--- config.mk ---
export PLATFORM = sky130hd
export DESIGN_NAME = grid_step_arpeggiator
export DESIGN_NICKNAME = d
export VERILOG_FILES = /design/src/hw/rtl/gsa_pkg.sv /design/src/hw/rtl/gsa_ram.sv /design/src/hw/rtl/gsa_fifo.sv /design/src/hw/rtl/gsa_front.sv /design/src/hw/rtl/gsa_back.sv /design/src/hw/rtl/grid_step_arpeggiator.sv
export VERILOG_INCLUDE_DIRS = /design/src /design/src/hw/rtl
export SDC_FILE = /design/constraint.sdc
export NUM_CORES = 1
export LEC_CHECK = 0
export BUFFER_PORTS_ARGS = -buffer_cell sky130_fd_sc_hd__buf_4
export CAP_MARGIN = 20
export CORE_MARGIN = 4
export CORE_UTILIZATION = 60
export CTS_CLUSTER_DIAMETER = 60
export DETAILED_ROUTE_END_ITERATION = 10
export PLACE_DENSITY = 0.81
export SLEW_MARGIN = 5
export SYNTH_ARGS = -nofsm -noshare
export SYNTH_HDL_FRONTEND = slang
export SYNTH_SLANG_ARGS = --single-unit
--- constraint.sdc ---
create_clock -name clk -period 9.75 [get_ports clk]
set_clock_uncertainty 0.2 [all_clocks]
set_input_delay 0.975 -clock clk [delete_from_list [all_inputs] [get_ports clk]]
set_output_delay 0.975 -clock clk [all_outputs]
set_load 0.1 [all_outputs]
--- src/hw/rtl/assert_macros.svh ---
// Assertion macros for the RTL files; included by the top level.
// No dependencies; compiled out when SYNTH is defined.
`ifndef ASSERT_MACROS_SVH
`define ASSERT_MACROS_SVH
`ifndef SYNTH
`define ASSERT_ALWAYS(lbl, clk, rst_n, prop) \
	lbl: assert property (@(posedge clk) disable iff (!rst_n) (prop)) else $error("assertion failed");
`define ASSERT_NEVER(lbl, clk, rst_n, cond) \
	lbl: assert property (@(posedge clk) disable iff (!rst_n) !(cond)) else $error("assertion failed");
`else
`define ASSERT_ALWAYS(lbl, clk, rst_n, prop)
`define ASSERT_NEVER(lbl, clk, rst_n, cond)
`endif
`endif

--- src/hw/rtl/gsa_pkg.sv ---
// Types and constants for the grid step arpeggiator.
// No dependencies.
package gsa_pkg;

	localparam logic [1:0] MODE_DOWN = 2'd0;
	localparam logic [1:0] MODE_UP   = 2'd1;
	localparam logic [1:0] MODE_TICK = 2'd2;

	localparam logic [1:0] KIND_LED = 2'd0;
	localparam logic [1:0] KIND_ON  = 2'd1;
	localparam logic [1:0] KIND_OFF = 2'd2;

	localparam logic [1:0] COLOR_OFF    = 2'd0;
	localparam logic [1:0] COLOR_GREEN  = 2'd1;
	localparam logic [1:0] COLOR_RED    = 2'd2;
	localparam logic [1:0] COLOR_YELLOW = 2'd3;

	localparam logic [3:0] SIDE_COL = 4'd8;

	localparam int CFG_IDX_W = 2;
	localparam logic [CFG_IDX_W-1:0] CFG_TICK_DIV  = 2'd0;
	localparam logic [CFG_IDX_W-1:0] CFG_BASE_NOTE = 2'd1;

	localparam logic [7:0] TICK_DIV_RESET  = 8'd6;
	localparam logic [6:0] BASE_NOTE_RESET = 7'd36;

	typedef enum logic [1:0] {
		CMD_EDIT_STEP,
		CMD_EDIT_CELL,
		CMD_STEP
	} cmd_op_t;

	typedef struct packed {
		cmd_op_t    op;
		logic [2:0] row;
		logic [2:0] col;
		logic [1:0] shift;
	} cmd_t;

	typedef struct packed {
		logic [1:0] kind;
		logic [2:0] led_row;
		logic [2:0] led_col;
		logic [1:0] color;
		logic [6:0] note;
		logic       last;
	} res_t;

endpackage

--- src/hw/rtl/gsa_ram.sv ---
// Generic single-write, single-read RAM with registered read data.
// No dependencies.
module gsa_ram #(
	parameter int WIDTH = 2,
	parameter int DEPTH = 48
) (
	input  logic                     clk,
	input  logic                     we,
	input  logic [$clog2(DEPTH)-1:0] waddr,
	input  logic [WIDTH-1:0]         wdata,
	input  logic                     re,
	input  logic [$clog2(DEPTH)-1:0] raddr,
	output logic [WIDTH-1:0]         rdata
);
	logic [WIDTH-1:0] mem_q [DEPTH];

	always_ff @(posedge clk) begin
		if (we) begin
			mem_q[waddr] <= wdata;
		end
		if (re) begin
			rdata <= mem_q[raddr];
		end
	end

endmodule

--- src/hw/rtl/gsa_fifo.sv ---
// Small register FIFO, used for the command queue and the result queue.
// No dependencies. DEPTH must be a power of two.
module gsa_fifo #(
	parameter int WIDTH = 18,
	parameter int DEPTH = 4
) (
	input  logic             clk,
	input  logic             arst_n,
	input  logic             push,
	input  logic [WIDTH-1:0] wdata,
	output logic             full,
	input  logic             pop,
	output logic [WIDTH-1:0] rdata,
	output logic             empty
);
	localparam int AW = $clog2(DEPTH);

	logic [WIDTH-1:0] mem_q [DEPTH];
	logic [AW-1:0]    wr_q, rd_q;
	logic [AW:0]      cnt_q;
	logic             do_push, do_pop;

	assign full    = cnt_q == (AW+1)'(DEPTH);
	assign empty   = cnt_q == '0;
	assign do_push = push && !full;
	assign do_pop  = pop && !empty;
	assign rdata   = mem_q[rd_q];

	always_ff @(posedge clk or negedge arst_n) begin
		if (!arst_n) begin
			wr_q  <= '0;
			rd_q  <= '0;
			cnt_q <= '0;
		end else begin
			if (do_push) begin
				wr_q <= wr_q + AW'(1);
			end
			if (do_pop) begin
				rd_q <= rd_q + AW'(1);
			end
			if (do_push && !do_pop) begin
				cnt_q <= cnt_q + (AW+1)'(1);
			end else if (do_pop && !do_push) begin
				cnt_q <= cnt_q - (AW+1)'(1);
			end
		end
	end

	always_ff @(posedge clk) begin
		if (do_push) begin
			mem_q[wr_q] <= wdata;
		end
	end

endmodule

--- src/hw/rtl/gsa_front.sv ---
// Front end: accepts grid events, keeps shift color and tick count,
// and queues edit and step commands. Depends on gsa_pkg.
module gsa_front
	import gsa_pkg::*;
#(
	parameter int GRID_CELLS = 48,
	parameter int STEPS      = 16
) (
	input  logic       clk,
	input  logic       arst_n,
	input  logic       push,
	output logic       full,
	input  logic [1:0] mode,
	input  logic [2:0] row,
	input  logic [3:0] col,
	input  logic [7:0] tick_div,
	output logic       cmd_push,
	output cmd_t       cmd_data,
	input  logic       cmd_full
);
	logic [1:0] shift_q;
	logic [7:0] tick_cnt_q;
	logic       accept;
	logic       want_cmd;
	logic [3:0] step_idx;
	logic [5:0] cell_idx;
	logic [8:0] tick_next;
	logic [8:0] tick_lim;
	logic       step_now;
	logic [1:0] side_shift;

	assign full      = cmd_full;
	assign accept    = push && !cmd_full;
	assign step_idx  = {row[0], col[2:0]};
	assign cell_idx  = {row, col[2:0]};
	assign tick_next = {1'b0, tick_cnt_q} + 9'd1;
	assign tick_lim  = (tick_div == 8'd0) ? 9'd256 : {1'b0, tick_div};
	assign step_now  = tick_next >= tick_lim;

	always_comb begin
		case (row)
			3'd5:    side_shift = COLOR_YELLOW;
			3'd6:    side_shift = COLOR_GREEN;
			3'd7:    side_shift = COLOR_RED;
			default: side_shift = COLOR_OFF;
		endcase
	end

	always_comb begin
		want_cmd       = 1'b0;
		cmd_data.op    = CMD_STEP;
		cmd_data.row   = row;
		cmd_data.col   = col[2:0];
		cmd_data.shift = shift_q;
		unique case (mode)
			MODE_DOWN: begin
				if (!col[3]) begin
					if (row >= 3'd6) begin
						cmd_data.op = CMD_EDIT_STEP;
						want_cmd    = 5'(step_idx) < 5'(STEPS);
					end else begin
						cmd_data.op = CMD_EDIT_CELL;
						want_cmd    = 7'(cell_idx) < 7'(GRID_CELLS);
					end
				end
			end
			MODE_TICK: begin
				want_cmd = step_now;
			end
			default: begin
			end
		endcase
	end

	assign cmd_push = accept && want_cmd;

	always_ff @(posedge clk or negedge arst_n) begin
		if (!arst_n) begin
			shift_q    <= COLOR_OFF;
			tick_cnt_q <= '0;
		end else if (accept) begin
			unique case (mode)
				MODE_DOWN: begin
					if (col == SIDE_COL) begin
						shift_q <= side_shift;
					end
				end
				MODE_UP: begin
					if (col == SIDE_COL) begin
						shift_q <= COLOR_OFF;
					end
				end
				MODE_TICK: begin
					tick_cnt_q <= step_now ? 8'd0 : tick_next[7:0];
				end
				default: begin
				end
			endcase
		end
	end

endmodule

--- src/hw/rtl/gsa_back.sv ---
// Back end: executes edit and step commands against the pattern and
// note-enable RAMs, runs the round-robin note scans. Depends on gsa_pkg, gsa_ram.
module gsa_back
	import gsa_pkg::*;
#(
	parameter int GRID_CELLS = 48,
	parameter int STEPS      = 16
) (
	input  logic       clk,
	input  logic       arst_n,
	input  logic [6:0] base_note,
	input  cmd_t       cmd_rdata,
	input  logic       cmd_empty,
	output logic       cmd_pop,
	output logic       res_push,
	output res_t       res_data,
	input  logic       res_full
);
	localparam int CW     = $clog2(GRID_CELLS);
	localparam int SW     = $clog2(STEPS);
	localparam int TopRow = (GRID_CELLS + 7) / 8 - 1;

	typedef enum logic [9:0] {
		S_IDLE    = 10'b0000000001,
		S_EDIT_RD = 10'b0000000010,
		S_EDIT_WR = 10'b0000000100,
		S_OLD_RD  = 10'b0000001000,
		S_OLD_LED = 10'b0000010000,
		S_NEW_RD  = 10'b0000100000,
		S_NEW_LED = 10'b0001000000,
		S_VOFF    = 10'b0010000000,
		S_SCAN    = 10'b0100000000,
		S_FLUSH   = 10'b1000000000
	} state_t;

	state_t          state_q;
	cmd_t            cmd_q;
	res_t            pend_q;
	logic [1:0]      pat_q;
	logic            vsel_q;
	logic [CW-1:0]   gptr_q, rptr_q;
	logic [6:0]      gheld_q, rheld_q;
	logic [SW-1:0]   step_pos_q;
	logic [CW-1:0]   ia_q;
	logic [CW:0]     iss_cnt_q;
	logic            rd_vld_s1, rd_last_s1;
	logic [CW-1:0]   rd_addr_s1;
	logic [STEPS-1:0]      s_vld_q;
	logic [GRID_CELLS-1:0] c_vld_q;
	logic            s_vld_s1, c_vld_s1;

	logic            s_we, s_re, c_we, c_re;
	logic [SW-1:0]   s_raddr;
	logic [CW-1:0]   c_raddr;
	logic [1:0]      s_rdata, c_rdata, s_eff, c_eff;
	logic [SW-1:0]   step_addr, step_next;
	logic [CW-1:0]   cell_addr;
	logic [1:0]      edit_old, edit_new, mask;
	logic [CW-1:0]   cur_ptr;
	logic [6:0]      cur_held;
	logic            hit, issue, out_ok, pat_bit;
	logic [6:0]      cell7, nrow, note_calc;

	function automatic res_t mk_led(input logic [SW-1:0] p, input logic [1:0] colr);
		res_t r;
		logic [3:0] p4;
		p4        = 4'(p);
		r.kind    = KIND_LED;
		r.led_row = p4[3] ? 3'd7 : 3'd6;
		r.led_col = p4[2:0];
		r.color   = colr;
		r.note    = '0;
		r.last    = 1'b0;
		return r;
	endfunction

	function automatic res_t mk_note(input logic [1:0] k, input logic [6:0] n);
		res_t r;
		r.kind    = k;
		r.led_row = '0;
		r.led_col = '0;
		r.color   = COLOR_OFF;
		r.note    = n;
		r.last    = 1'b0;
		return r;
	endfunction

	function automatic logic [CW-1:0] cell_next(input logic [CW-1:0] p);
		return (p == CW'(GRID_CELLS - 1)) ? '0 : p + CW'(1);
	endfunction

	gsa_ram #(.WIDTH(2), .DEPTH(STEPS)) u_step_ram (
		.clk   (clk),
		.we    (s_we),
		.waddr (step_addr),
		.wdata (edit_new),
		.re    (s_re),
		.raddr (s_raddr),
		.rdata (s_rdata)
	);

	gsa_ram #(.WIDTH(2), .DEPTH(GRID_CELLS)) u_cell_ram (
		.clk   (clk),
		.we    (c_we),
		.waddr (cell_addr),
		.wdata (edit_new),
		.re    (c_re),
		.raddr (c_raddr),
		.rdata (c_rdata)
	);

	assign s_eff     = s_vld_s1 ? s_rdata : COLOR_OFF;
	assign c_eff     = c_vld_s1 ? c_rdata : COLOR_OFF;
	assign step_addr = SW'({cmd_q.row[0], cmd_q.col});
	assign cell_addr = CW'({cmd_q.row, cmd_q.col});
	assign step_next = (step_pos_q == SW'(STEPS - 1)) ? '0 : step_pos_q + SW'(1);
	assign edit_old  = (cmd_q.op == CMD_EDIT_STEP) ? s_eff : c_eff;
	assign edit_new  = (cmd_q.shift != COLOR_OFF && edit_old != cmd_q.shift) ? cmd_q.shift :
		(edit_old != COLOR_OFF) ? COLOR_OFF : COLOR_GREEN;
	assign mask      = vsel_q ? COLOR_RED : COLOR_GREEN;
	assign cur_ptr   = vsel_q ? rptr_q : gptr_q;
	assign cur_held  = vsel_q ? rheld_q : gheld_q;
	assign pat_bit   = (pat_q & mask) == mask;
	assign out_ok    = !res_full;
	assign hit       = (state_q == S_SCAN) && rd_vld_s1 && ((c_eff & mask) == mask);
	assign issue     = (state_q == S_SCAN) && !hit && (iss_cnt_q != (CW+1)'(GRID_CELLS));

	// note = base + (top_row - row) * 8 + col, modulo 128
	assign cell7     = 7'(rd_addr_s1);
	assign nrow      = 7'(TopRow) - {3'b000, cell7[6:3]};
	assign note_calc = base_note + {nrow[3:0], 3'b000} + {4'b0000, cell7[2:0]};

	always_comb begin
		cmd_pop  = 1'b0;
		s_we     = 1'b0;
		s_re     = 1'b0;
		s_raddr  = step_pos_q;
		c_we     = 1'b0;
		c_re     = 1'b0;
		c_raddr  = ia_q;
		res_push = 1'b0;
		res_data = pend_q;
		unique case (state_q)
			S_IDLE: begin
				cmd_pop = !cmd_empty;
			end
			S_EDIT_RD: begin
				if (cmd_q.op == CMD_EDIT_STEP) begin
					s_re    = 1'b1;
					s_raddr = step_addr;
				end else begin
					c_re    = 1'b1;
					c_raddr = cell_addr;
				end
			end
			S_EDIT_WR: begin
				res_data.kind    = KIND_LED;
				res_data.led_row = cmd_q.row;
				res_data.led_col = cmd_q.col;
				res_data.color   = edit_new;
				res_data.note    = '0;
				res_data.last    = 1'b1;
				if (out_ok) begin
					res_push = 1'b1;
					s_we     = cmd_q.op == CMD_EDIT_STEP;
					c_we     = cmd_q.op != CMD_EDIT_STEP;
				end
			end
			S_OLD_RD, S_NEW_RD: begin
				s_re = 1'b1;
			end
			S_NEW_LED: begin
				res_push = out_ok;
			end
			S_VOFF: begin
				res_push = out_ok && cur_held != '0;
			end
			S_SCAN: begin
				c_re     = issue;
				res_push = hit && out_ok;
			end
			S_FLUSH: begin
				res_data.last = 1'b1;
				res_push      = out_ok;
			end
			default: begin
			end
		endcase
	end

	always_ff @(posedge clk or negedge arst_n) begin
		if (!arst_n) begin
			state_q    <= S_IDLE;
			vsel_q     <= 1'b0;
			gptr_q     <= CW'(GRID_CELLS - 1);
			rptr_q     <= CW'(GRID_CELLS - 1);
			gheld_q    <= '0;
			rheld_q    <= '0;
			step_pos_q <= '0;
			ia_q       <= '0;
			iss_cnt_q  <= '0;
			rd_vld_s1  <= 1'b0;
			rd_last_s1 <= 1'b0;
			rd_addr_s1 <= '0;
			s_vld_q    <= '0;
			c_vld_q    <= '0;
			s_vld_s1   <= 1'b0;
			c_vld_s1   <= 1'b0;
		end else begin
			if (s_re) begin
				s_vld_s1 <= s_vld_q[s_raddr];
			end
			if (c_re) begin
				c_vld_s1 <= c_vld_q[c_raddr];
			end
			unique case (state_q)
				S_IDLE: begin
					if (!cmd_empty) begin
						state_q <= (cmd_rdata.op == CMD_STEP) ? S_OLD_RD : S_EDIT_RD;
					end
				end
				S_EDIT_RD: begin
					state_q <= S_EDIT_WR;
				end
				S_EDIT_WR: begin
					if (out_ok) begin
						if (cmd_q.op == CMD_EDIT_STEP) begin
							s_vld_q[step_addr] <= 1'b1;
						end else begin
							c_vld_q[cell_addr] <= 1'b1;
						end
						state_q <= S_IDLE;
					end
				end
				S_OLD_RD: begin
					state_q <= S_OLD_LED;
				end
				S_OLD_LED: begin
					step_pos_q <= step_next;
					state_q    <= S_NEW_RD;
				end
				S_NEW_RD: begin
					state_q <= S_NEW_LED;
				end
				S_NEW_LED: begin
					if (out_ok) begin
						vsel_q  <= 1'b0;
						state_q <= S_VOFF;
					end
				end
				S_VOFF: begin
					if (cur_held == '0 || out_ok) begin
						if (vsel_q) begin
							rheld_q <= '0;
						end else begin
							gheld_q <= '0;
						end
						if (pat_bit) begin
							ia_q      <= cell_next(cur_ptr);
							iss_cnt_q <= '0;
							state_q   <= S_SCAN;
						end else if (!vsel_q) begin
							vsel_q <= 1'b1;
						end else begin
							state_q <= S_FLUSH;
						end
					end
				end
				S_SCAN: begin
					if (issue) begin
						ia_q      <= cell_next(ia_q);
						iss_cnt_q <= iss_cnt_q + (CW+1)'(1);
					end
					if ((hit && out_ok) || (rd_vld_s1 && !hit && rd_last_s1)) begin
						rd_vld_s1 <= 1'b0;
						if (vsel_q) begin
							rptr_q  <= hit ? rd_addr_s1 : CW'(GRID_CELLS - 1);
							rheld_q <= hit ? note_calc : rheld_q;
							state_q <= S_FLUSH;
						end else begin
							gptr_q  <= hit ? rd_addr_s1 : CW'(GRID_CELLS - 1);
							gheld_q <= hit ? note_calc : gheld_q;
							vsel_q  <= 1'b1;
							state_q <= S_VOFF;
						end
					end else if (!hit) begin
						rd_vld_s1  <= issue;
						rd_addr_s1 <= ia_q;
						rd_last_s1 <= iss_cnt_q == (CW+1)'(GRID_CELLS - 1);
					end
				end
				S_FLUSH: begin
					if (out_ok) begin
						state_q <= S_IDLE;
					end
				end
				default: begin
					state_q <= S_IDLE;
				end
			endcase
		end
	end

	always_ff @(posedge clk) begin
		if (state_q == S_IDLE && !cmd_empty) begin
			cmd_q <= cmd_rdata;
		end
		if (state_q == S_OLD_LED) begin
			pend_q <= mk_led(step_pos_q, s_eff);
		end
		if (state_q == S_NEW_LED && out_ok) begin
			pend_q <= mk_led(step_pos_q, COLOR_YELLOW);
			pat_q  <= s_eff;
		end
		if (state_q == S_VOFF && out_ok && cur_held != '0) begin
			pend_q <= mk_note(KIND_OFF, cur_held);
		end
		if (hit && out_ok) begin
			pend_q <= mk_note(KIND_ON, note_calc);
		end
	end

endmodule

--- src/hw/rtl/grid_step_arpeggiator.sv ---
// Top level of the grid step arpeggiator: config registers, front end,
// command queue, back end and result queue. Depends on gsa_pkg and all gsa_* modules.
//
// Grid key events and clock ticks go in through a queue-style push/full port; LED
// writes and note on/off results come out through an empty/pop port, last marking
// the final result of an event. A key edit passes the back-end states for command pop,
// RAM read, and write with its LED beat. A sequencer step writes the old and new step
// LEDs, releases each color's held note and, per active color, runs one scan that
// reads the note-enable RAM one cell per cycle, a rate set by the single read port of
// that RAM. A full result queue stalls the back end wherever it writes a result.
// Front end and back end are parted by a 4-deep command queue, results by a
// 4-deep queue. Both stores start cleared through per-entry valid bits, so no
// clearing pass follows reset. Configuration (index 0 tick divisor, index 1 base
// note) is taken every cycle and should be written only while no event is in flight.
`include "assert_macros.svh"

module grid_step_arpeggiator
	import gsa_pkg::*;
#(
	parameter int GRID_CELLS = 48,
	parameter int STEPS      = 16
) (
	input  logic                 clk,
	input  logic                 arst_n,
	input  logic                 push,
	output logic                 full,
	input  logic [1:0]           mode,
	input  logic [2:0]           row,
	input  logic [3:0]           col,
	output logic                 empty,
	input  logic                 pop,
	output logic [1:0]           kind,
	output logic [2:0]           led_row,
	output logic [2:0]           led_col,
	output logic [1:0]           color,
	output logic [6:0]           note,
	output logic                 last,
	input  logic                 cfg_valid,
	output logic                 cfg_ready,
	input  logic [CFG_IDX_W-1:0] cfg_index,
	input  logic [7:0]           cfg_data
);
	logic [7:0] tick_div_q;
	logic [6:0] base_note_q;
	logic       cmd_push, cmd_full, cmd_pop, cmd_empty;
	cmd_t       cmd_wdata, cmd_rdata;
	logic       res_push, res_full;
	res_t       res_wdata, res_head;

	assign cfg_ready = 1'b1;

	always_ff @(posedge clk or negedge arst_n) begin
		if (!arst_n) begin
			tick_div_q  <= TICK_DIV_RESET;
			base_note_q <= BASE_NOTE_RESET;
		end else if (cfg_valid && cfg_ready) begin
			unique case (cfg_index)
				CFG_TICK_DIV:  tick_div_q  <= cfg_data;
				CFG_BASE_NOTE: base_note_q <= cfg_data[6:0];
				default: begin
				end
			endcase
		end
	end

	gsa_front #(.GRID_CELLS(GRID_CELLS), .STEPS(STEPS)) u_front (
		.clk      (clk),
		.arst_n   (arst_n),
		.push     (push),
		.full     (full),
		.mode     (mode),
		.row      (row),
		.col      (col),
		.tick_div (tick_div_q),
		.cmd_push (cmd_push),
		.cmd_data (cmd_wdata),
		.cmd_full (cmd_full)
	);

	gsa_fifo #(.WIDTH($bits(cmd_t)), .DEPTH(4)) u_cmd_q (
		.clk    (clk),
		.arst_n (arst_n),
		.push   (cmd_push),
		.wdata  (cmd_wdata),
		.full   (cmd_full),
		.pop    (cmd_pop),
		.rdata  (cmd_rdata),
		.empty  (cmd_empty)
	);

	gsa_back #(.GRID_CELLS(GRID_CELLS), .STEPS(STEPS)) u_back (
		.clk       (clk),
		.arst_n    (arst_n),
		.base_note (base_note_q),
		.cmd_rdata (cmd_rdata),
		.cmd_empty (cmd_empty),
		.cmd_pop   (cmd_pop),
		.res_push  (res_push),
		.res_data  (res_wdata),
		.res_full  (res_full)
	);

	gsa_fifo #(.WIDTH($bits(res_t)), .DEPTH(4)) u_res_q (
		.clk    (clk),
		.arst_n (arst_n),
		.push   (res_push),
		.wdata  (res_wdata),
		.full   (res_full),
		.pop    (pop),
		.rdata  (res_head),
		.empty  (empty)
	);

	assign kind    = res_head.kind;
	assign led_row = res_head.led_row;
	assign led_col = res_head.led_col;
	assign color   = res_head.color;
	assign note    = res_head.note;
	assign last    = res_head.last;

	`ASSERT_NEVER(a_cmd_ovf, clk, arst_n, cmd_push && cmd_full)
	`ASSERT_NEVER(a_res_ovf, clk, arst_n, res_push && res_full)
	`ASSERT_ALWAYS(a_cmd_pop_ok, clk, arst_n, cmd_pop |-> !cmd_empty)
	`ASSERT_ALWAYS(a_res_steady, clk, arst_n, (!res_push && !(pop && !empty)) |=> $stable(empty))

endmodule

### Word level (Yosys, flattened, before mapping)

Memory sizes are Yosys's and may differ from the RTL's. A register that Yosys moved wholly into a read port is not among the register bits.
Cells that the tools add are included.

* $add $sub $neg: 16
* order comparisons: 9
* eq/ne operators: 45
* multiplexer cells: 102
* bitwise logic cells: 9
* reductions and logical operators: 74

Operators by type and width (count)
* 7-bit two-way mux: 13
* 10-bit case mux with 9 select lines: 1
* 10-bit two-way mux: 8
* 18-bit two-way mux: 3
* 6-bit two-way mux: 9
* 48-bit bitwise OR: 1
* 7-bit case mux with 2 select lines: 3
* 1-bit two-way mux: 32
* 1-bit logical AND: 25
* 2-bit two-way mux: 9
* 6-bit AND reduction: 3
* 17-bit two-way mux: 1
* 4-bit two-way mux: 4
* 8-bit two-way mux: 2
* 2-bit by 1-bit != test with 1-bit output, second input constant: 8
* 2-bit != test, second input constant: 8
* 16-bit bitwise OR: 1
* 2-bit nonzero test: 8
* 3-bit == test, second input constant: 5
* 3-bit AND reduction: 5
* 6-bit by 7-bit less-than comparator with 1-bit output, second input constant: 2
* 6-bit by 1-bit adder with 6-bit output, second input constant: 2
* 6-bit == test, second input constant: 2
* 3-bit two-way mux: 4
* other kinds (59): 96

* bits in registers: 196
* RAM bits: 240
* logic and storage cells: 295
* memories kept: 4

Memory list
* u_back.u_cell_ram.mem_q: words 48, bits a word 2, read ports 1, clocked after memory_dff 1, write ports 1, RTL line gsa_ram.sv:15 `logic [WIDTH-1:0] mem_q [DEPTH];`
* u_res_q.mem_q: words 4, bits a word 18, read ports 1, clocked after memory_dff 0, write ports 1, RTL line gsa_fifo.sv:18 `logic [WIDTH-1:0] mem_q [DEPTH];`
* u_cmd_q.mem_q: words 4, bits a word 10, read ports 1, clocked after memory_dff 0, write ports 1, RTL line gsa_fifo.sv:18
* u_back.u_step_ram.mem_q: words 16, bits a word 2, read ports 1, clocked after memory_dff 1, write ports 1, RTL line gsa_ram.sv:15

### Longest topological paths before layout

Gate-level depths: netlist of the first run.

* word-level depth: 11
* mapped depth: 16

### Hierarchy

A second synthesis of the first run with hierarchy kept.

* cell total of the unflattened synthesis: 1432
* area, all modules: 19995.4 sq um

Modules (own cells, without submodules)
* gsa_back: instances 1, cells an instance 757, area each 8054.0 sq um, seq. area each 3967.6 sq um
* gsa_ram at u_back.u_cell_ram: instances 1, cells an instance 229, area each 4100.2 sq um, seq. area each 2942.8 sq um
* gsa_fifo at u_res_q: instances 1, cells an instance 130, area each 3015.4 sq um, seq. area each 2337.2 sq um
* gsa_fifo at u_cmd_q: instances 1, cells an instance 88, area each 1864.3 sq um, seq. area each 1376.3 sq um
* gsa_ram at u_back.u_step_ram: instances 1, cells an instance 78, area each 1400.1 sq um, seq. area each 1021.0 sq um
* gsa_front: instances 1, cells an instance 116, area each 970.9 sq um, seq. area each 250.2 sq um
* grid_step_arpeggiator: instances 1, cells an instance 34, area each 590.6 sq um, seq. area each 380.4 sq um

### Least setup slack after synthesis of the first run

OpenSTA, ideal clock, no wires.

* path type: register to register
* start point: register u_back.cmd_q[9] (netlist bit)
* end point: memory u_back.u_cell_ram.mem_q[0][0] (data pin)
* library setup time: 0.750 ns
* arrival: 4.047 ns
* setup slack: 4.753 ns
* stages on the path, launching flop included: 6
* buffers on the path: 1
* period minus slack after synthesis: 4.997 ns
* cell sequence: edfxtp_1 or2_2 clkbuf_1 a31oi_1 o21ai_0 a221oi_1

* longest elaborated chain between the ends: 5
* elaborated cells on any way between the ends: 7

Ends and longest elaborated chain
* start: declaration: RTL line gsa_back.sv:37 `cmd_t cmd_q;`
* start signal: assignment: RTL line gsa_back.sv:306 `cmd_q <= cmd_rdata;`
* 2-bit logical NOT *: RTL line gsa_back.sv:117 `assign edit_old = (cmd_q.op == CMD_EDIT_STEP) ? s_eff : c_eff;`
* 2-bit two-way mux *: RTL line gsa_back.sv:117
* 2-bit nonzero test or 2-bit != test (tied branches): RTL line gsa_back.sv:119, gsa_back.sv:118
* 1-bit two-way mux or 1-bit logical AND (tied branches): RTL line gsa_back.sv:119, gsa_back.sv:118
* 2-bit two-way mux *: RTL line gsa_back.sv:118 `assign edit_new = (cmd_q.shift != COLOR_OFF && edit_old != cmd_q.shift) ? cmd_q.shift :`
* via u_back.edit_new[0]: RTL line gsa_back.sv:58 `logic [1:0] edit_old, edit_new, mask;`
* end: declaration: RTL line gsa_ram.sv:15

Mark *: on every way through the listed nets, which the timed path passes. The rest lies on a longest branch.

### Worst setup path after layout of the first run

* start point: register u_back.state_q[5]
* end point: register u_back.u_cell_ram.rdata[0], read port of u_back.u_cell_ram.mem_q (data pin)

* longest elaborated chain between the ends: 7
* elaborated cells on any way between the ends: 9

Ends and longest elaborated chain
* start: declaration: RTL line gsa_back.sv:36 `state_t state_q;`
* start signal: assignment: RTL line gsa_back.sv:219 `state_q <= (cmd_rdata.op == CMD_STEP) ? S_OLD_RD : S_EDIT_RD;`
* 10-bit by 9-bit == test with 1-bit output: RTL line gsa_back.sv:125, gsa_back.sv:126, gsa_back.sv:143
* 1-bit logical AND (2 in a row): RTL line gsa_back.sv:125 `assign hit = (state_q == S_SCAN) && rd_vld_s1 && ((c_eff & mask) == mask);`
* 1-bit logical NOT: RTL line gsa_back.sv:126 `assign issue = (state_q == S_SCAN) && !hit && (iss_cnt_q != (CW+1)'(GRID_CELLS));`
* 1-bit logical AND (2 in a row): RTL line gsa_back.sv:126
* 1-bit case mux with 2 select lines: RTL line gsa_back.sv:143 `unique case (state_q)`
* end: declaration: RTL line gsa_ram.sv:13 `output logic [WIDTH-1:0] rdata`

Several ways; a longest one is shown, not always the timed one.
A chain may end at the register's enable or synchronous reset.

==> results of run 1 <==
cell type report:
class                   count  share of cell area
multi-input cells        1057              0.3142
well taps                 402             0.02332
flip-flops and latches    439              0.5691
inverters                  35            0.006091
repair buffers             59             0.02106
clock buffers              52             0.05285
clock inverters            25             0.01334
power by group through the flow:
stage                     Combinational (mW)  Sequential [mW]  Clock, mW
after floorplan                         1.31             2.45          0
final                                   1.67             2.55       1.68
after detailed placement                1.65             2.58          0
after global routing                    1.80             2.57       1.78
after CTS                               1.67             2.54       1.70
after global placement                  1.61             2.57          0
cell usage in the layout, fill, tap and decap left out, types with 7 or more instances in the layout:
| master | count |
|---|---|
| xnor2_1 | 21 |
| nand3_1 | 70 |
| nand3b_1 | 8 |
| nand4_1 | 9 |
| nor3_1 | 17 |
| nand2b_1 | 14 |
| inv_1 | 35 |
| o21ai_0 | 86 |
| a21o_1 | 7 |
| and3_1 | 21 |
| and2_1 | 23 |
| or3_1 | 7 |
| ha_1 | 32 |
| mux2_2 | 38 |
| dfrtp_1 | 152 |
| clkbuf_16 | 43 |
| a211oi_1 | 24 |
| dfstp_2 | 15 |
| nor2b_1 | 18 |
| clkinv_2 | 7 |
| nor2_1 | 148 |
| nor4_1 | 8 |
| dfxtp_1 | 9 |
| o22ai_1 | 8 |
| edfxtp_1 | 263 |
| mux4_2 | 29 |
| xor2_1 | 10 |
| mux2i_1 | 31 |
| a31oi_1 | 18 |
| a21oi_1 | 45 |
| buf_4 | 57 |
| or2_2 | 70 |
| nand2_1 | 223 |
Yosys cell counts (9+ instances only):
cell type	instances	share of area
mux2i_1	35	0.018
clkbuf_1	46	0.0089
xnor2_1	21	0.0095
dfxtp_1	9	0.0093
edfxtp_1	263	0.41
a211oi_1	24	0.0093
nand2_1	223	0.043
nand3_1	70	0.018
inv_1	35	0.0068
nor3_1	17	0.0044
mux2_2	38	0.022
ha_1	32	0.021
nor2_1	148	0.029
nand4_1	9	0.0029
dfrtp_1	152	0.20
buf_2	11	0.0028
or2_2	70	0.023
o21ai_0	86	0.022
and3_1	21	0.0068
and2_1	23	0.0074
a21oi_1	45	0.012
mux4_2	29	0.034
nor2b_1	18	0.0058
a31oi_1	18	0.0058
nand2b_1	14	0.0045
dfstp_2	15	0.020
xor2_1	10	0.0045
final timing paths:
path	startpoint	end	slack, ps	cells past startpoint
worst max register to register	u_back.state_q[5]	u_back.u_cell_ram.rdata[0]	5290	9
worst max-delay path	u_back.state_q[5]	u_back.u_cell_ram.rdata[0]	5290	9
worst min-delay path	arst_n	u_front.shift_q[0]	200	1
worst min register to register	u_back.pend_q[12]	u_back.pend_q[12]	260	2
min in group clk	u_back.pend_q[12]	u_back.pend_q[12]	260	2
max in group asynchronous	arst_n	u_back.s_vld_q[8]	7250	3
metal layers:
layer  part of all wire  wire (um)  GRT usage  up-vias
met2               0.48      20090     0.3933      550
li1                   -          -          -     5842
met4              0.032       1324    0.08103        0
met1               0.41      16970     0.3277     6185
met5                  0          0          0        -
met3              0.082       3423    0.03928      113
logic make-up after synthesis:
family / after synthesis
DFF: 439
other: 1
buffers and inverters: 101
and+or+nand+nor: 655
adders and majority gates: 35
muxes: 105
xor gates and xnor gates: 31
AOI/OAI and AO/OA: 230
flip-flops by register name, indices dropped and copies added (netlist names), 7 cells and up:
signal / count
tick_div_q: 8
base_note_q: 7
u_back.state_q: 10
u_res_q.mem_q: 72
u_front.tick_cnt_q: 8
u_back.u_cell_ram.mem_q: 96
u_cmd_q.mem_q: 40
u_back.c_vld_q: 48
u_back.rheld_q: 7
u_back.pend_q: 16
u_back.u_step_ram.mem_q: 32
u_back.gheld_q: 7
u_back.iss_cnt_q: 7
u_back.s_vld_q: 16
stage by stage:
step	util	instance area [um^2]	total power [mW]
floorplan	-	19440	3.754
detailed placement	0.6343	20120	4.230
finish	0.6800	21570	5.896
global route	0.6800	21570	6.164
CTS	0.6793	21550	5.910
global placement	0.6343	20120	4.178
critical path, cell delays in order, from the launching register on:
cell	delay [ps]
dfrtp_1	430
or4_4	570
or4b_1	950
mux2_2	900
nand2_1	100
and3_1	200
a311oi_2	210
nor3_1	70
or4_1	560
nand4_1	100
==> impl_metrics.csv, run 1 <==
group,metric,value,unit
clocking,tritoncts,"built",
clocking,postCtsHoldBufs,0,
logic_synthesis,synthFlopType,"edfxtp_1",
global_routing,overflow,0,
power_and_ir_drop,p_int,3.856,mW
clocking,cts_buffer_depth,3,
worst_setup_path,path_max_fanout,40,
logic_synthesis,synth_fp_nets,1656,
logic_synthesis,synth_cell_types,70,
logic_synthesis,synth-compound-area-share,0.07235,
logic_synthesis,synth-xor-area-share,0.01397,
detailed_routing,vias,12690,
global_routing,track_usage,0.2388,
logic_synthesis,synth-simple-area-share,0.1604,
worst_setup_path,startpoint_type,"flop",
timing,max_slew.worst_pin.slew,1160,ps
global_routing,grt_pass1_wl,68.42,mm
worst_setup_path,arrival,4670,ps
clocking,cts_resized,0,
timing,hold_violations,0,
logic_synthesis,synth_warnings,0,
worst_setup_path,worstPathRequired,9950,ps
power_and_ir_drop,p_sw_frac,0.3460,
power_and_ir_drop,p_leak,8.533,nW
detailed_routing,dr.pass1.iters,5,
logic_synthesis,avgSynthCellArea,12.17,um^2
global_routing,grt_pass1_vias,12863,
final_layout,stdcell_count,2069,
clocking,cts-htree-levels,2,
worst_setup_path,crit_path_end_kind,"flop",
timing,fin_crit_sh,0.4579,
floorplan,start_util,0.6128,
timing,whs,203.2,ps
timing,timing.final.crit_period,4464,ps
floorplan,io_pins,45,
global_routing,antenna_found_initial,0,
clocking,clk_latency,550,ps
final_layout,regArea,12280,um^2
final_layout,nets,1693,
power_and_ir_drop,vdd_ir_drop_max,0.2018,mV
floorplan,die_y,188.0,um
floorplan,dieArea,35340,um^2
clocking,clk_pin_slew,60,ps
min_path,hold_path_class,"in2async",
power_and_ir_drop,p_switching,2.040,mW
worst_setup_path,worstSetupPathType,"reg2reg",
detailed_routing,wire_per_inst,20.21,um
final_layout,multi_input_comb_area,6777,um^2
power_and_ir_drop,power.density,273.4,nW/um^2
detailed_routing,ant_nets,0,
power_and_ir_drop,pwr-share-clk,0.284,
placement,place_ws,5366,ps
timing,finalSetupTns,0,ps
timing,rsz0062_at_grt,"false",
logic_synthesis,postSynthCellCount,1597,
placement,place_congestion,0.8949,
power_and_ir_drop,seqPwrFrac,0.432,
logic_synthesis,synth_area,19440,um^2
detailed_routing,drt-total-wl,41.81,mm
timing,max_freq,0.2240,GHz
global_routing,grt_start_max_net_pins,66,
detailed_routing,drc,0,
logic_synthesis,synth_top_family_by_area,"simple AND/OR/NAND/NOR gates",
floorplan,fp.dieW,188.0,um
final_layout,diodes,0,
timing,setup_slack,5286,ps
final_layout,fill_cells,2220,
logic_synthesis,synth_edf_count,263,
logic_synthesis,synthMuxAreaShare,0.07628,
job,cap_violations,0,
timing,finalMaxSlewViolations,0,
detailed_routing,drt_iter0_markers,1380,
final_layout,layout-drive-gt1-share,0.1746,
placement,post-dp-hpwl,27.37,mm
timing,maxSlewHeadroom,0.2269,
logic_synthesis,synth-async-reset-ratio,0.3804,
placement,port_buffers,43,
clocking,cts_root_buf,"clkbuf_16",
clocking,clock_sinks,439,
logic_synthesis,synth_fa_ha_area_frac,0.02369,
logic_synthesis,ys_seq_area_frac,0.6315,
detailed_routing,vias_per_cell,6.133,
logic_synthesis,synth_seq_cells,439,
floorplan,rows,65,
floorplan,core_area,31720,um^2
clocking,postCtsSetupRepairBufs,0,
timing,setup_viol_count_final,0,
placement,dp.cells,1990,
final_layout,area_growth,10.96,%
clocking,cts_buffers,42,
power_and_ir_drop,p_comb_frac,0.284,
status,status,"finished, final reports clean",
Power figures use the tool's default switching activity.
==> run 2: changes to the inputs <==
Clock period 9.75 ns to 4.3 ns, I/O delays scaled along.
==> impl_metrics.csv, run 2 (synthesis gave the netlist of run 1 again) <==
group,metric,value,unit
timing,setup_viol_count_final,0,
timing,timing.final.crit_period,3974,ps
clocking,tritoncts,"built",
worst_setup_path,worstSetupPathType,"reg2reg",
detailed_routing,ant_nets,0,
power_and_ir_drop,p_sw_frac,0.3496,
global_routing,antenna_found_initial,0,
clocking,clock_sinks,439,
worst_setup_path,startpoint_type,"flop",
final_layout,largest-register,"u_back.u_cell_ram.mem_q",
worst_setup_path,path_buf_inv,1,
floorplan,die_y,188.0,um
worst_setup_path,slowest_stage,"or4b_1",
floorplan,io_pins,45,
placement,post-dp-hpwl,28.58,mm
worst_setup_path,crit_path_end_kind,"flop",
final_layout,nets,1732,
placement,place_congestion,0.9521,
global_routing,grt_pass1_vias,12929,
worst_setup_path,worstPathRequired,4370,ps
power_and_ir_drop,vdd_ir_drop_max,0.4369,mV
timing,max_slew.worst_pin.slew,939.2,ps
global_routing,track_usage,0.2434,
global_routing,grt_start_max_net_pins,92,
worst_setup_path,crit_path_frequent_cell,"nor2_1",
final_layout,layout_common_cells,"edfxtp_1, nand2_1, dfrtp_1",
timing,maxSlewHeadroom,0.3701,
detailed_routing,wire_per_inst,20.37,um
timing,fin_crit_sh,0.9242,
min_path,hold_path_class,"in2reg",
floorplan,rows,65,
final_layout,mostFrequentLayoutCell,"edfxtp_1",
clocking,clk_pin_slew,60,ps
clocking,cts-htree-levels,2,
floorplan,start_util,0.6128,
power_and_ir_drop,p_leak,8.695,nW
worst_setup_path,arrival,4050,ps
final_layout,diodes,0,
worst_setup_path,crit_family,"simple AND/OR/NAND/NOR gates",
floorplan,fp.dieW,188.0,um
status,status,"finished, final reports clean",
final_layout,largest_register_ffs,96,
timing,rsz0062_at_grt,"false",
worst_setup_path,slowest_delay,810,ps
final_layout,layout-drive-gt1-share,0.1810,
final_layout,reg.largest.list,"u_back.u_cell_ram.mem_q (96), u_res_q.mem_q (72), u_back.c_vld_q (48)",
timing,finalSetupTns,0,ps
detailed_routing,drt-total-wl,42.96,mm
clocking,cts_root_buf,"clkbuf_16",
clocking,clk_latency,540,ps
power_and_ir_drop,p_total,13.35,mW
final_layout,area_growth,12.34,%
detailed_routing,dr.pass1.iters,6,
worst_setup_path,path_max_fanout,17,
global_routing,overflow,0,
final_layout,fill_cells,2169,
power_and_ir_drop,p_int,8.686,mW
clocking,cts_buffer_depth,3,
power_and_ir_drop,seqPwrFrac,0.434,
clocking,cts_buffers,44,
detailed_routing,vias_per_cell,6.140,
floorplan,core_area,31720,um^2
floorplan,dieArea,35340,um^2
power_and_ir_drop,p_comb_frac,0.291,
power_and_ir_drop,power.density,611.5,nW/um^2
global_routing,grt_pass1_wl,69.63,mm
power_and_ir_drop,pwr-share-clk,0.275,
detailed_routing,drt_iter0_markers,1449,
detailed_routing,vias,12949,
worst_setup_path,path_cells,"or4_4, or4b_1, buf_4, mux2_2, nor2_1, o211ai_1, o22a_1, nor2_1, nor4_1, nand4_1",
power_and_ir_drop,p_switching,4.668,mW
placement,port_buffers,43,
job,cap_violations,0,
timing,finalMaxSlewViolations,0,
timing,hold_violations,0,
timing,max_freq,0.2516,GHz
detailed_routing,drc,0,
run 2: area by class of cell:
class	instances	area, um^2	area share
Sequential cell	439	12280	0.5622
Clock inverter	18	178.9	0.008194
Multi-Input combinational cell	1057	6777	0.3103
Tap cell	402	503.0	0.02303
Clock buffer	62	1209	0.05535
Inverter	35	131.4	0.006017
Timing Repair Buffer	96	762.0	0.03490
run 2: power groups by stage:
stage	clock, mW	sequential, mW	combinational, mW
after floorplan	0	5.54	2.97
after global placement	0	5.83	3.71
after detailed placement	0	5.85	3.82
after CTS	3.73	5.78	3.86
after global routing	3.90	5.85	4.18
final	3.68	5.79	3.89
run 2: per-layer routing:
layer / up-vias / wire length (um) / global-route usage
li1: 5919 / - / -
met1: 6375 / 18100 / 0.3471
met2: 555 / 20320 / 0.3868
met3: 100 / 3290 / 0.04523
met4: 0 / 1253 / 0.07566
met5: - / 0 / 0
run 2: worst paths after layout:
path                       slack (ps)  cells after the start                    endpoint              start
min in group asynchronous         350                      2       u_front.tick_cnt_q[7]             arst_n
max                               330                     10  u_back.u_cell_ram.rdata[1]  u_back.state_q[5]
max reg2reg                       330                     10  u_back.u_cell_ram.rdata[1]  u_back.state_q[5]
min                                20                      3             u_res_q.rd_q[1]                pop
max in group asynchronous        2590                      3            u_back.gptr_q[1]             arst_n
min reg2reg                       260                      2           u_back.pend_q[13]  u_back.pend_q[13]
run 2: timing repair:
item                                   CTS  global route
buffers inserted                         0             0
setup endpoints to repair                0             2
gates resized for setup                  0             1
endpoints found under the hold margin  125             0
hold buffers                            15             0
run 2: stage by stage:
step	std cells	cell area, um^2	util	worst slack [ps]	hold WS (ps)
after floorplan	1597	19440	-	143.7	-65.59
after global placement	2013	20290	0.6397	480.9	244.5
after detailed placement	2013	20290	0.6397	354.2	250.8
after CTS	2108	21830	0.6882	315.6	1.007
after global routing	2109	21840	0.6884	76.34	8.529
final	2109	21840	0.6884	325.8	16.68
run 2: worst reg2reg max path, stage by stage, from the launching register on:
cell and delay (ps):
dfrtp_1 430, or4_4 580, or4b_1 810, buf_4 310, mux2_2 470, nor2_1 140
o211ai_1 140, o22a_1 170, nor2_1 40, nor4_1 290, nand4_1 120
==> run 3: changes to the inputs <==
Settings changed: SYNTH_HIERARCHICAL set to 1.
==> impl_metrics.csv, run 3 <==
group,metric,value,unit
logic_synthesis,yosys-top-cells-area,"edfxtp_1, dfrtp_1, mux4_2",
logic_synthesis,synth_area,20000,um^2
detailed_routing,dr.pass1.iters,6,
logic_synthesis,synth_top_family_by_area,"multiplexers",
logic_synthesis,synth-simple-area-share,0.1065,
detailed_routing,vias,12196,
worst_setup_path,arrival,4090,ps
min_path,hold_path_class,"in2reg",
floorplan,dieArea,36310,um^2
detailed_routing,vias_per_cell,6.166,
power_and_ir_drop,vdd_ir_drop_max,0.5041,mV
worst_setup_path,worstPathRequired,4560,ps
timing,finalMaxSlewViolations,0,
final_layout,diodes,0,
logic_synthesis,avgSynthCellArea,13.96,um^2
floorplan,io_pins,45,
detailed_routing,drt_iter0_markers,1026,
timing,max_slew.worst_pin.slew,979.1,ps
clocking,clk_latency,530,ps
global_routing,grt_pass1_wl,68.91,mm
detailed_routing,drc,0,
placement,dp.cells,1883,
detailed_routing,drt-total-wl,42.41,mm
logic_synthesis,synth_fp_nets,1491,
logic_synthesis,synthFlopType,"edfxtp_1",
logic_synthesis,synth_fa_ha_area_frac,0.02303,
logic_synthesis,ys_seq_area_frac,0.6139,
final_layout,fill_cells,2220,
clocking,tritoncts,"built",
timing,fin_crit_sh,0.8927,
timing,timing.final.crit_period,3838,ps
placement,port_buffers,43,
clocking,cts-htree-levels,2,
logic_synthesis,synthMuxAreaShare,0.1343,
clocking,cts_buffers,44,
global_routing,use_met2,0.4035,
status,status,"finished, final reports clean",
worst_setup_path,worstSetupPathType,"reg2reg",
global_routing,antenna_found_initial,0,
placement,place_congestion,0.8252,
timing,max_freq,0.2605,GHz
timing,maxSlewHeadroom,0.3473,
global_routing,busiest_layer,"met2",
logic_synthesis,synth_seq_cells,439,
final_layout,stdcell_area,22280,um^2
floorplan,core_area,32700,um^2
worst_setup_path,crit_path_end_kind,"flop",
detailed_routing,ant_nets,0,
final_layout,layout_common_cells,"edfxtp_1, dfrtp_1, nor2_1",
floorplan,rows,66,
global_routing,grt_pass1_vias,12751,
logic_synthesis,synth-compound-area-share,0.07622,
logic_synthesis,yosys.area.top_type,"edfxtp_1",
global_routing,track_usage,0.2377,
final_layout,nets,1561,
job,cap_violations,0,
final_layout,area_growth,11.41,%
logic_synthesis,synth_warnings,6,
worst_setup_path,path_max_fanout,10,
clocking,postCtsSetupRepairBufs,0,
final_layout,largest_register_ffs,96,
logic_synthesis,yosysMostFrequentCell,"edfxtp_1",
final_layout,layout-drive-gt1-share,0.1914,
global_routing,grt_start_max_net_pins,168,
power_and_ir_drop,p_leak,8.617,nW
final_layout,stdcell_count,1978,
clocking,clk_pin_slew,60,ps
clocking,cts_resized,0,
final_layout,mostFrequentLayoutCell,"edfxtp_1",
logic_synthesis,yosysTopAreaCellShare,0.3950,
clocking,cts_buffer_depth,3,
logic_synthesis,postSynthCellCount,1432,
clocking,cts_root_buf,"clkbuf_16",
global_routing,grt_util_met3,0.03259,
logic_synthesis,synth-xor-area-share,0.01664,
power_and_ir_drop,power.density,598.8,nW/um^2
logic_synthesis,synth_edf_count,263,
timing,finalSetupTns,0,ps
logic_synthesis,synth-async-reset-ratio,0.3804,
global_routing,use_met1,0.3300,
logic_synthesis,synth_cell_types,89,
final_layout,reg.largest.list,"u_back/u_cell_ram/mem_q (96), u_res_q/mem_q (72), u_back/c_vld_q (48)",
timing,hold_violations,0,
timing,rsz0062_at_grt,"false",
floorplan,start_util,0.6115,
placement,post-dp-hpwl,27.45,mm
placement,placed_area,20730,um^2
floorplan,die_y,190.6,um
floorplan,fp.dieW,190.6,um
logic_synthesis,synth_common_cells,"edfxtp_1, dfrtp_1, nor2_1, nand2_1, mux2_2",
detailed_routing,wire_per_inst,21.44,um
final_layout,largest-register,"u_back/u_cell_ram/mem_q",
clocking,clock_sinks,439,
worst_setup_path,startpoint_type,"flop",
timing,setup_viol_count_final,0,
global_routing,overflow,0,
[run 3: cell families after synthesis]
group	count (synthesis)
AOI/OAI and AO/OA	216
xor gates and xnor gates	38
adders and majority gates	35
buffers and inverters	114
DFF	439
muxes	175
other	1
and+or+nand+nor	414
[run 3: final timing paths]
path	from	to	slack [ps]	cells after the start
max	u_back/state_q[9]	u_res_q/cnt_q[2]	460	13
min	pop	u_res_q/rd_q[1]	4	3
max reg2reg	u_back/state_q[9]	u_res_q/cnt_q[2]	460	13
min reg2reg	u_back/c_vld_q[38]	u_back/c_vld_q[38]	260	1
max in group asynchronous	arst_n	u_res_q/cnt_q[1]	2760	3
min in group asynchronous	arst_n	u_back/s_vld_q[7]	400	3
[run 3: through the flow]
stage / worst slack (ps) / hold WS (ps) / utilization / power, mW
after floorplan: 419.1 / -65.59 / - / 8.630
after global placement: 593.1 / 238.4 / 0.6341 / 9.507
after detailed placement: 515.0 / 243.4 / 0.6341 / 9.654
after CTS: 456.7 / 3.564 / 0.6812 / 13.39
after global routing: 194.3 / 19.39 / 0.6812 / 13.92
final: 461.5 / 4.029 / 0.6812 / 13.34
[run 3: timing repair]
item / 4_1_cts / 5_1_grt
endpoints found under the setup margin: 0 / 0
hold buffers: 15 / 0
hold endpoints to repair: 191 / 0
[run 3: metal layers]
layer / wire length, um / part of all wire / vias to the layer above
li1: - / - / 5500
met1: 17460 / 0.41 / 6122
met2: 21140 / 0.50 / 473
met3: 2768 / 0.065 / 101
met4: 1038 / 0.024 / 0
met5: 0 / 0 / -
[run 3: power by group]
| group | total (mW) | switching [mW] | internal, mW | leakage, nW |
|---|---|---|---|---|
| Sequential | 5.69 | 0.505 | 5.19 | 4.61 |
| Combinational | 3.95 | 2.56 | 1.39 | 3.32 |
| Clock | 3.69 | 1.51 | 2.18 | 0.682 |
[run 3: worst max-delay path, cell delays in order (launching register included)]
cell,delay [ps]
dfrtp_1,450
or4_4,610
nor3_2,310
nand2_1,220
or3_1,500
nand2_1,130
o21bai_1,100
nor2b_1,190
ha_1,200
inv_1,60
fa_1,370
xor2_1,150
nor2_1,110
xor2_1,160
[run 3: layout make-up]
type	count	area, um^2	area share
timing repair buffer	86	699.4	0.03140
sequential	439	12280	0.5511
clock inverter	15	148.9	0.006684
multi-input combinational	879	7162	0.3215
tap	442	553.0	0.02483
clock buffer	65	1242	0.05577
inverter	52	195.2	0.008762
